===== src/rtl/ips_pkg.sv =====
// Types, codes and constants shared by the IPS patch stream parser and its checker.
`default_nettype none

package ips_pkg;

    typedef enum logic [2:0]
    {
        PH_HEADER,
        PH_OFFSET,
        PH_LENGTH,
        PH_DATA,
        PH_RLE_COUNT,
        PH_RLE_VALUE,
        PH_DONE
    } ips_phase_t;

    localparam logic [2:0] ST_RUNNING    = 3'd0;
    localparam logic [2:0] ST_OK         = 3'd1;
    localparam logic [2:0] ST_BAD_HEADER = 3'd2;
    localparam logic [2:0] ST_RANGE      = 3'd3;
    localparam logic [2:0] ST_TRUNC      = 3'd4;

    localparam logic [1:0] KIND_NONE  = 2'd0;
    localparam logic [1:0] KIND_WRITE = 2'd1;
    localparam logic [1:0] KIND_FILL  = 2'd2;

    localparam logic [2:0]  HEADER_LAST_IDX = 3'd4;
    localparam logic [23:0] EOF_MARK        = 24'h454F46;
    localparam logic [24:0] TARGET_SIZE_RST = 25'h1000000;

    typedef struct packed
    {
        logic [7:0] patch_byte;
        logic       first_byte;
        logic       last_byte;
    } ips_in_t;

    typedef struct packed
    {
        logic [1:0]  write_kind;
        logic [23:0] target_address;
        logic [7:0]  write_value;
        logic [15:0] fill_length;
        logic [2:0]  parse_status;
    } ips_out_t;

    function automatic logic [7:0] header_magic(input logic [2:0] idx);
        logic [7:0] ch;
        unique case (idx)
            3'd0:    ch = 8'h50;
            3'd1:    ch = 8'h41;
            3'd2:    ch = 8'h54;
            3'd3:    ch = 8'h43;
            3'd4:    ch = 8'h48;
            default: ch = 8'h00;
        endcase
        return ch;
    endfunction

endpackage

`default_nettype wire


===== src/rtl/ips_patch_stream_parser.sv =====
// IPS patch stream parser: turns patch file bytes into byte write and fill commands.
//
//   channel | direction | handshake                    | payload
//   patch   | in        | patch_valid / patch_stall    | patch (ips_in_t)
//   cmd     | out       | cmd_valid / cmd_stall        | cmd (ips_out_t)
//   cfg     | in        | cfg_wr_en                    | cfg_wr_data (target_size)
//
// One item per cycle while patch_stall is low; each patch byte gives exactly one cmd
// item, registered when the byte is taken. The parse state and the result settle in
// the cycle the byte is taken; the cmd register holds the result until it is taken.
// Reset sets target_size to 2^24 and the parser to the header phase.
// patch_stall is high only while a result waits in the cmd register under cmd_stall.
`default_nettype none

module ips_patch_stream_parser
    import ips_pkg::*;
(
    input  wire logic        clk,
    input  wire logic        rst_n,
    input  wire logic        patch_valid,
    output logic             patch_stall,
    input  wire ips_in_t     patch,
    output logic             cmd_valid,
    input  wire logic        cmd_stall,
    output ips_out_t         cmd,
    input  wire logic        cfg_wr_en,
    input  wire logic [24:0] cfg_wr_data
);

    logic [24:0] size_reg;

    ips_phase_t  phase_reg, phase_next;
    logic [2:0]  cnt_reg, cnt_next;
    logic [23:0] off_reg, off_next;
    logic [15:0] len_reg, len_next;
    logic [23:0] wp_reg, wp_next;
    logic [15:0] rem_reg, rem_next;
    logic [2:0]  status_reg, status_next;

    logic        cmd_valid_reg;
    ips_out_t    cmd_reg, cmd_next;

    ips_phase_t  ph_eff;
    logic [2:0]  cnt_eff;
    logic [23:0] off_eff, wp_eff;
    logic [15:0] len_eff, rem_eff, len_shift, rem_dec;
    logic [23:0] off_shift;
    logic [24:0] range_sum;
    logic        over;
    logic        take;

    assign patch_stall = cmd_valid_reg && cmd_stall;
    assign take        = patch_valid && !patch_stall;
    assign cmd_valid   = cmd_valid_reg;
    assign cmd         = cmd_reg;

    always_comb
    begin
        ph_eff  = patch.first_byte ? PH_HEADER  : phase_reg;
        cnt_eff = patch.first_byte ? 3'd0       : cnt_reg;
        off_eff = patch.first_byte ? 24'd0      : off_reg;
        len_eff = patch.first_byte ? 16'd0      : len_reg;
        wp_eff  = patch.first_byte ? 24'd0      : wp_reg;
        rem_eff = patch.first_byte ? 16'd0      : rem_reg;

        off_shift = {off_eff[15:0], patch.patch_byte};
        len_shift = {len_eff[7:0], patch.patch_byte};
        rem_dec   = rem_eff - 16'd1;
        range_sum = {1'b0, off_eff} + {9'd0, len_shift};
        over      = range_sum > size_reg;

        phase_next  = ph_eff;
        cnt_next    = cnt_eff;
        off_next    = off_eff;
        len_next    = len_eff;
        wp_next     = wp_eff;
        rem_next    = rem_eff;
        status_next = patch.first_byte ? ST_RUNNING : status_reg;
        cmd_next    = '0;

        unique case (ph_eff)
            PH_HEADER:
            begin
                if (cnt_eff > HEADER_LAST_IDX ||
                    patch.patch_byte != header_magic(cnt_eff))
                begin
                    status_next = ST_BAD_HEADER;
                    phase_next  = PH_DONE;
                end
                else if (cnt_eff == HEADER_LAST_IDX)
                begin
                    cnt_next   = 3'd0;
                    off_next   = 24'd0;
                    phase_next = PH_OFFSET;
                end
                else
                begin
                    cnt_next = cnt_eff + 3'd1;
                end
            end
            PH_OFFSET:
            begin
                off_next = off_shift;
                cnt_next = cnt_eff + 3'd1;
                if (cnt_eff >= 3'd2)
                begin
                    cnt_next = 3'd0;
                    if (off_shift == EOF_MARK)
                    begin
                        status_next = ST_OK;
                        phase_next  = PH_DONE;
                    end
                    else
                    begin
                        len_next   = 16'd0;
                        phase_next = PH_LENGTH;
                    end
                end
            end
            PH_LENGTH:
            begin
                len_next = len_shift;
                cnt_next = cnt_eff + 3'd1;
                if (cnt_eff >= 3'd1)
                begin
                    cnt_next = 3'd0;
                    if (len_shift == 16'd0)
                    begin
                        phase_next = PH_RLE_COUNT;
                    end
                    else if (over)
                    begin
                        status_next = ST_RANGE;
                        phase_next  = PH_DONE;
                    end
                    else
                    begin
                        wp_next    = off_eff;
                        rem_next   = len_shift;
                        phase_next = PH_DATA;
                    end
                end
            end
            PH_DATA:
            begin
                cmd_next.write_kind     = KIND_WRITE;
                cmd_next.target_address = wp_eff;
                cmd_next.write_value    = patch.patch_byte;
                wp_next                 = wp_eff + 24'd1;
                rem_next                = rem_dec;
                if (rem_dec == 16'd0)
                begin
                    off_next   = 24'd0;
                    phase_next = PH_OFFSET;
                end
            end
            PH_RLE_COUNT:
            begin
                len_next = len_shift;
                cnt_next = cnt_eff + 3'd1;
                if (cnt_eff >= 3'd1)
                begin
                    cnt_next = 3'd0;
                    if (over)
                    begin
                        status_next = ST_RANGE;
                        phase_next  = PH_DONE;
                    end
                    else
                    begin
                        phase_next = PH_RLE_VALUE;
                    end
                end
            end
            PH_RLE_VALUE:
            begin
                if (len_eff != 16'd0)
                begin
                    cmd_next.write_kind     = KIND_FILL;
                    cmd_next.target_address = off_eff;
                    cmd_next.write_value    = patch.patch_byte;
                    cmd_next.fill_length    = len_eff;
                end
                off_next   = 24'd0;
                phase_next = PH_OFFSET;
            end
            default:
            begin
                phase_next = PH_DONE;
            end
        endcase

        if (patch.last_byte && status_next == ST_RUNNING)
        begin
            status_next = (phase_next == PH_HEADER) ? ST_BAD_HEADER : ST_TRUNC;
            phase_next  = PH_DONE;
        end

        cmd_next.parse_status = status_next;
    end

    always_ff @(posedge clk or negedge rst_n)
    begin
        if (!rst_n)
        begin
            size_reg <= TARGET_SIZE_RST;
        end
        else if (cfg_wr_en)
        begin
            size_reg <= cfg_wr_data;
        end
    end

    always_ff @(posedge clk or negedge rst_n)
    begin
        if (!rst_n)
        begin
            phase_reg  <= PH_HEADER;
            cnt_reg    <= 3'd0;
            off_reg    <= 24'd0;
            len_reg    <= 16'd0;
            wp_reg     <= 24'd0;
            rem_reg    <= 16'd0;
            status_reg <= ST_RUNNING;
        end
        else if (take)
        begin
            phase_reg  <= phase_next;
            cnt_reg    <= cnt_next;
            off_reg    <= off_next;
            len_reg    <= len_next;
            wp_reg     <= wp_next;
            rem_reg    <= rem_next;
            status_reg <= status_next;
        end
    end

    always_ff @(posedge clk or negedge rst_n)
    begin
        if (!rst_n)
        begin
            cmd_valid_reg <= 1'b0;
        end
        else if (take)
        begin
            cmd_valid_reg <= 1'b1;
        end
        else if (!cmd_stall)
        begin
            cmd_valid_reg <= 1'b0;
        end
    end

    always_ff @(posedge clk)
    begin
        if (take)
        begin
            cmd_reg <= cmd_next;
        end
    end

endmodule

`default_nettype wire


===== config.mk =====
export PLATFORM = sky130hd
export DESIGN_NAME = ips_patch_stream_parser
export DESIGN_NICKNAME = d
export VERILOG_FILES = /design/src/rtl/ips_pkg.sv /design/src/rtl/ips_patch_stream_parser.sv
export SDC_FILE = /design/constraint.sdc
export NUM_CORES = 1
export LEC_CHECK = 0
export BUFFER_PORTS_ARGS = -buffer_cell sky130_fd_sc_hd__buf_2
export CORE_ASPECT_RATIO = 1.75
export CORE_MARGIN = 4
export CORE_UTILIZATION = 50
export CTS_BUF_LIST = sky130_fd_sc_hd__clkbuf_8
export DETAILED_ROUTE_END_ITERATION = 12
export PLACE_DENSITY = 0.72
export SETUP_SLACK_MARGIN = 0.05
export SLEW_MARGIN = 20
export SYNTH_ARGS = -nofsm -noshare
export SYNTH_HDL_FRONTEND = slang
export SYNTH_SLANG_ARGS = --single-unit

===== constraint.sdc =====
create_clock -name clk -period 11.4 [get_ports clk]
set_clock_uncertainty 0.05 [all_clocks]
set_input_delay 1.71 -clock clk [delete_from_list [all_inputs] [get_ports clk]]
set_output_delay 1.71 -clock clk [all_outputs]
set_load 0.01 [all_outputs]

# ---- Word level (Yosys, flattened, before mapping)
# Cells that the tools add are included.
dict set report classes {
  n_addsub 4
  order_cmp 4
  eq_ne 12
  mux 55
  n_reduce_logical 14
}
# cell count
set op_table {}
lappend op_table {{$mux 24} 8}
lappend op_table {{$mux 16} 7}
lappend op_table {{$pmux 24 s4} 1}
lappend op_table {{$mux 3} 26}
lappend op_table {{$pmux 34 s2} 1}
lappend op_table {{$pmux 16 s2} 2}
lappend op_table {{$mux 50} 1}
lappend op_table {{$pmux 24 s2} 1}
lappend op_table {{$pmux 7 s5} 1}
lappend op_table {{$logic_not 16->1} 2}
lappend op_table {{$add 24x16->25} 1}
lappend op_table {{$gt 25x25->1} 1}
lappend op_table {{$add 24x1->24 const B} 1}
lappend op_table {{$eq 24x23->1 const B} 1}
lappend op_table {{$pmux 3 s6} 1}
lappend op_table {{$reduce_bool 16->1} 1}
lappend op_table {{$sub 16x1->16 const B} 1}
lappend op_table {{$eq 3x2->1 const B} 4}
lappend op_table {{$logic_not 3->1} 4}
lappend op_table {{$pmux 3 s4} 1}
lappend op_table {{$eq 3x3->1 const B} 3}
lappend op_table {{$pmux 3 s3} 1}
lappend op_table {{$mux 8} 1}
lappend op_table {{$ne 8x8->1} 1}
lappend op_table {{other kinds (13)} 17}
dict set report word_totals {
  register_bits 168
  input_bits 40
  output_inout_bits 55
  elab_cells 103
}

# ---- Logic depth before layout (Yosys ltp)
dict set report logic_depth {
  ltp_word 11
  depth_mapped 34
}

# ---- Least setup slack after synthesis
# OpenSTA, ideal clock, no wires.
dict set report synth_path {
  kind {input-to-reg}
  from {in patch[1] (netlist bit)}
  to {reg cnt_reg[1]}
  setup_time_ps 122
  arrival_ps 8849
  required_time_ps 11228
  slack_ps 2379
  path_stages 32
  path_buffers 9
  cell_sequence {buf_2 > buf_2 > buf_2 > buf_1 > clkbuf_1 > clkbuf_1 > clkbuf_1 > clkbuf_1 > nor2b_1 > ha_1 > fa_1 > o21a_1 > o221a_2 > o31ai_1 > a21boi_0 > o211ai_1 > a21oi_1 > o31ai_1 > and3b_1 > xnor2_1 > nor2_1 > ha_1 > nand4_1 > or2_2 > o221ai_1 > a2111oi_0 > or2_2 > clkbuf_1 > o311a_2 > and3_4 > or2_1 > a32o_1}
}
dict set report synth_between {
  elab_chain_len 8
  word_cells_on_any_way 25
  cone_classes {1 x add/sub; 3 x order compare; 8 x eq/ne; 9 x mux; 4 x reduce/logical}
}
# item line
set synth_rtl {}
lappend synth_rtl {{start, declared} ips_patch_stream_parser.sv:22} ;# input wire ips_in_t patch,
lappend synth_rtl {{$mux 3} ips_patch_stream_parser.sv:60} ;# cnt_eff = patch.first_byte ? 3'd0 : cnt_reg;
lappend synth_rtl {{$eq 3x3->1 (tied with other cells)} {ips_pkg.sv:49, ips_patch_stream_parser.sv:90}}
lappend synth_rtl {{$pmux 7 s5} ips_pkg.sv:49} ;# unique case (idx)
lappend synth_rtl {{$mux 8} ips_patch_stream_parser.sv:81} ;# unique case (ph_eff)
lappend synth_rtl {{$ne 8x8->1} ips_patch_stream_parser.sv:85} ;# patch.patch_byte != header_magic(cnt_eff))
lappend synth_rtl {{$logic_or 1x1->1} ips_patch_stream_parser.sv:84} ;# if (cnt_eff > HEADER_LAST_IDX ||
lappend synth_rtl {{$mux 3} ips_patch_stream_parser.sv:84}
lappend synth_rtl {{$pmux 3 s3 (*)} ips_patch_stream_parser.sv:81}
lappend synth_rtl {{end signal, assigned} ips_patch_stream_parser.sv:229} ;# cnt_reg <= cnt_next;
lappend synth_rtl {{end, declared} ips_patch_stream_parser.sv:33} ;# logic [2:0] cnt_reg, cnt_next;
# Every way passes the cells marked *; elsewhere a longest branch is shown, timed or not. The select of a mux whose other input is x is not followed.
# A chain may end at the register's enable or synchronous reset.

# ---- Final worst setup path
dict set report layout_path {
  from {in patch[1] (netlist bit)}
  to {reg wp_reg[15]}
}
dict set report layout_between {
  elab_chain_len 7
  word_cells_on_any_way 16
  cone_classes {2 x add/sub; 2 x order compare; 2 x eq/ne; 9 x mux; 1 x reduce/logical}
}
# item line
set layout_rtl {}
lappend layout_rtl {{$mux 24 / $mux 16 (equally long branches)} {ips_patch_stream_parser.sv:61, ips_patch_stream_parser.sv:62}}
lappend layout_rtl {{$add 24x16->25} ips_patch_stream_parser.sv:69} ;# range_sum = {1'b0, off_eff} + {9'd0, len_shift};
lappend layout_rtl {{$gt 25x25->1} ips_patch_stream_parser.sv:70} ;# over = range_sum > size_reg;
lappend layout_rtl {{$mux 24} ips_patch_stream_parser.sv:131} ;# else if (over)
lappend layout_rtl {{$mux 24} ips_patch_stream_parser.sv:127} ;# if (len_shift == 16'd0)
lappend layout_rtl {{$mux 24} ips_patch_stream_parser.sv:124} ;# if (cnt_eff >= 3'd1)
lappend layout_rtl {{$pmux 24 s2 (*)} ips_patch_stream_parser.sv:81}
lappend layout_rtl {{end signal, assigned} ips_patch_stream_parser.sv:232} ;# wp_reg <= wp_next;
lappend layout_rtl {{end, declared} ips_patch_stream_parser.sv:36} ;# logic [23:0] wp_reg, wp_next;
# Every way passes the cells marked *; elsewhere a longest branch is shown, timed or not.

==> flow_summary.toml <==
[grt]
grt_usage = 0.271
grt-ovfl-total = 0
grt_start_max_net_pins = 78
grt_pass1_vias = 9355
grt_pass1_wl_um = 51500
antenna_found_initial = 0

[sta]
period_needed_ns = 8.04
fmax_ghz = 0.124
setup_viol = 0
fin_crit_sh = 0.705
rsz0062_at_grt = "false"
finalHoldViolCount = 0
slew_headroom = 0.268
final_max_slew_viol_count = 0
worst_pin_slew_ns = 1.10
finalSetupTns_ns = 0

[min_path]
hold_path.class = "flip-flop to flip-flop"

[setup_path]
endpoint_kind = "flip-flop"
worstSetupStartpoint = "patch[1]"
worstReg2RegEnd = "wp_reg[15]$_DFFE_PN0P_"
cp.arrival_ns = 8.40
critPathKind = "input port to flip-flop"
r2r-start = "off_reg[0]$_DFFE_PN0P_"
crit_fanout = 60
required_ns = 11.76
r2r_slack_ns = 4.46
ff2ff_path_depth = 26
start_kind = "input port"
crit_path_end = "wp_reg[15]$_DFFE_PN0P_"

[finish]
fillers = 1967
seq_area_um2 = 4470
drive_gt1_frac = 0.138
n_antenna_cell = 0
nNetsFinal = 1341
area_delta_synth_final_pct = 9.59
largest_reg_flops = 53
multiInputGateArea_um2 = 5880
layout_common_cells = "137 x nand2_1, 114 x o21ai_0, 114 x dfrtp_1, 92 x buf_2, 72 x nor2_1"
fin_area_um2 = 11900
layout_commonest_cell = "nand2_1"

[yosys]
yosys_most_used_dff = "dfrtp_1"
syn_area_um2 = 10800
seq_area_frac_synth = 0.412
synthArstFlopShare = 0.685
syn_nets = 1293
yosysTopAreaCell = "dfrtp_1"
netlist.area_leader.share = 0.263
synth_cell_types = 84
netlist_instances = 1210
ys_warn_count = 0
synth_area_leaders = "dfrtp_1 26%, edfxtp_1 15%, o21ai_0 5.4%"
synth-edff-count = 53
syn-mean-instance-area_um2 = 8.96
synth_seq_cells = 168

[route]
first_iter_violations = 943
routed_via_density = 6.24
antenna_left = 0
totalWireLength_um = 32800
drc = 0
vias = 9749
first_pass_iters = 5
avgRoutedWirePerCell_um = 21.0

[power]
power_switching_share = 0.355
leakage_nw = 5.03
vdd_drop_max_mv = 0.0710
p_seq_frac = 0.477
p_per_area_nw_per_um2 = 130
intPower_w = 0.000995
combPwrFrac = 0.252
net-switching-power_w = 0.000548
clkPwrFrac = 0.272

[floorplanning]
die_w_um = 119
dieArea_um2 = 24200
row_count = 71
core_um2 = 21400
start_util = 0.506
fp.dieH_um = 203
boundaryPins = 95

[placement]
gp_congestion = 0.926
dpl.hpwl_um = 22900
numPortBuffers = 94
post_dp_cell_area_um2 = 11500

[clock_network]
cts_setup_buffers = 0
cts_tree = "done"
clock_path_buffers = 2
clockRootBuffer = "clkbuf_8"
ctsHoldBuffers = 0
clk_latency_ns = 0.50
ctsResizeCount = 0
htree_num_levels = 4
clk_pin_slew_ns = 0.10
cts.sinks = 168
cts_buffers = 17

[flow_run]
drv_cap = 0

[outcome]
status = "completed"
## layer usage
metal | GRT usage | up-vias | part of all wire
met4 | 0.203 | 0 | 0.079
met5 | 0 | - | 0
met3 | 0.0407 | 119 | 0.054
li1 | - | 4541 | -
met2 | 0.449 | 396 | 0.49
met1 | 0.315 | 4693 | 0.37
## worst min path at each step
| stage | startpoint | endpoint | depth (start not counted) |
|---|---|---|---|
| 3_5_place_dp | status_reg[0]$_DFFE_PN0P_ | status_reg[0]$_DFFE_PN0P_ | 2 |
| 6_report | status_reg[0]$_DFFE_PN0P_ | status_reg[0]$_DFFE_PN0P_ | 2 |
| 4_1_cts | status_reg[0]$_DFFE_PN0P_ | status_reg[0]$_DFFE_PN0P_ | 2 |
| 2_1_floorplan | status_reg[0]$_DFFE_PN0P_ | status_reg[0]$_DFFE_PN0P_ | 2 |
| 5_1_grt | size_reg[24]$_DFFE_PN1P_ | size_reg[24]$_DFFE_PN1P_ | 2 |
| 3_3_place_gp | rem_reg[12]$_DFFE_PN0P_ | rem_reg[12]$_DFFE_PN0P_ | 2 |
## metrics by stage
| stage | total power (W) | utilization | setup slack, ns | cells | hold slack (ns) |
|---|---|---|---|---|---|
| after detailed placement | 0.00113 | 0.537 | 2.95 | 1530 | 0.457 |
| after floorplan | 0.000996 | - | 2.38 | 1210 | 0.415 |
| after CTS | 0.00155 | 0.554 | 3.45 | 1562 | 0.480 |
| after global placement | 0.00112 | 0.537 | 3.17 | 1530 | 0.446 |
| after global routing | 0.00162 | 0.555 | 2.59 | 1563 | 0.499 |
| final | 0.00154 | 0.555 | 3.36 | 1563 | 0.473 |
## power by group through the flow
stage	clock, W	sequential [W]	combinational, W
floorplan	0	0.000718	0.000278
global placement	0	0.000744	0.000378
detailed placement	0	0.000745	0.000384
CTS	0.000426	0.000733	0.000387
global route	0.000449	0.000740	0.000429
finish	0.000419	0.000736	0.000389
## final cells by class
type / instances / share of cell area
Clock buffer: 18 / 0.0209
Clock inverter: 14 / 0.0105
Inverter: 47 / 0.0148
Multi-Input combinational cell: 913 / 0.495
Sequential cell: 168 / 0.376
Tap cell: 292 / 0.0307
Timing Repair Buffer: 111 / 0.0518
## logic make-up (layout without fill, tap and decap cells)
family	after synthesis	after routing	share of synthesized area
AOI/OAI and AO/OA	382	382	0.236
muxes	21	21	0.0203
DFF	168	168	0.412
xor gates and xnor gates	35	35	0.0283
and+or+nand+nor	428	428	0.202
buffers and inverters	129	190	0.0475
adders and majority gates	47	47	0.0540
## worst max-delay path, stage by stage
cell,delay (ns)
buf_4,0.46
nor2b_1,0.11
ha_1,0.23
fa_1,0.48
a21oi_1,0.17
o21ai_0,0.18
o31ai_1,0.35
a21boi_0,0.19
o211ai_1,0.24
a21oi_1,0.12
o31ai_1,0.76
and3b_1,0.27
xnor2_1,0.13
nor2_1,0.06
ha_1,0.31
nand4_1,0.10
nor3_1,0.08
a221oi_1,0.27
o221ai_1,0.20
a2111oi_0,0.54
o21ai_2,0.13
buf_4,0.27
nor2_1,0.35
buf_4,0.29
a22o_1,0.16
a21oi_1,0.04
o21ai_0,0.15
## Yosys cell counts, types with 13 or more instances
library cell and number:
nand2_1 138, o21ai_0 116, dfrtp_1 114, nor2_1 72
clkbuf_1 69, a21oi_1 63, nor2b_1 55, edfxtp_1 53
a22o_1 52, inv_1 44, ha_1 42, xnor2_1 29
a22oi_1 26, and2_1 25, nand3_1 22, nor3_1 22
a21o_1 17, nand4_1 15, mux2i_1 13
(Power assumes the default switching activity.)
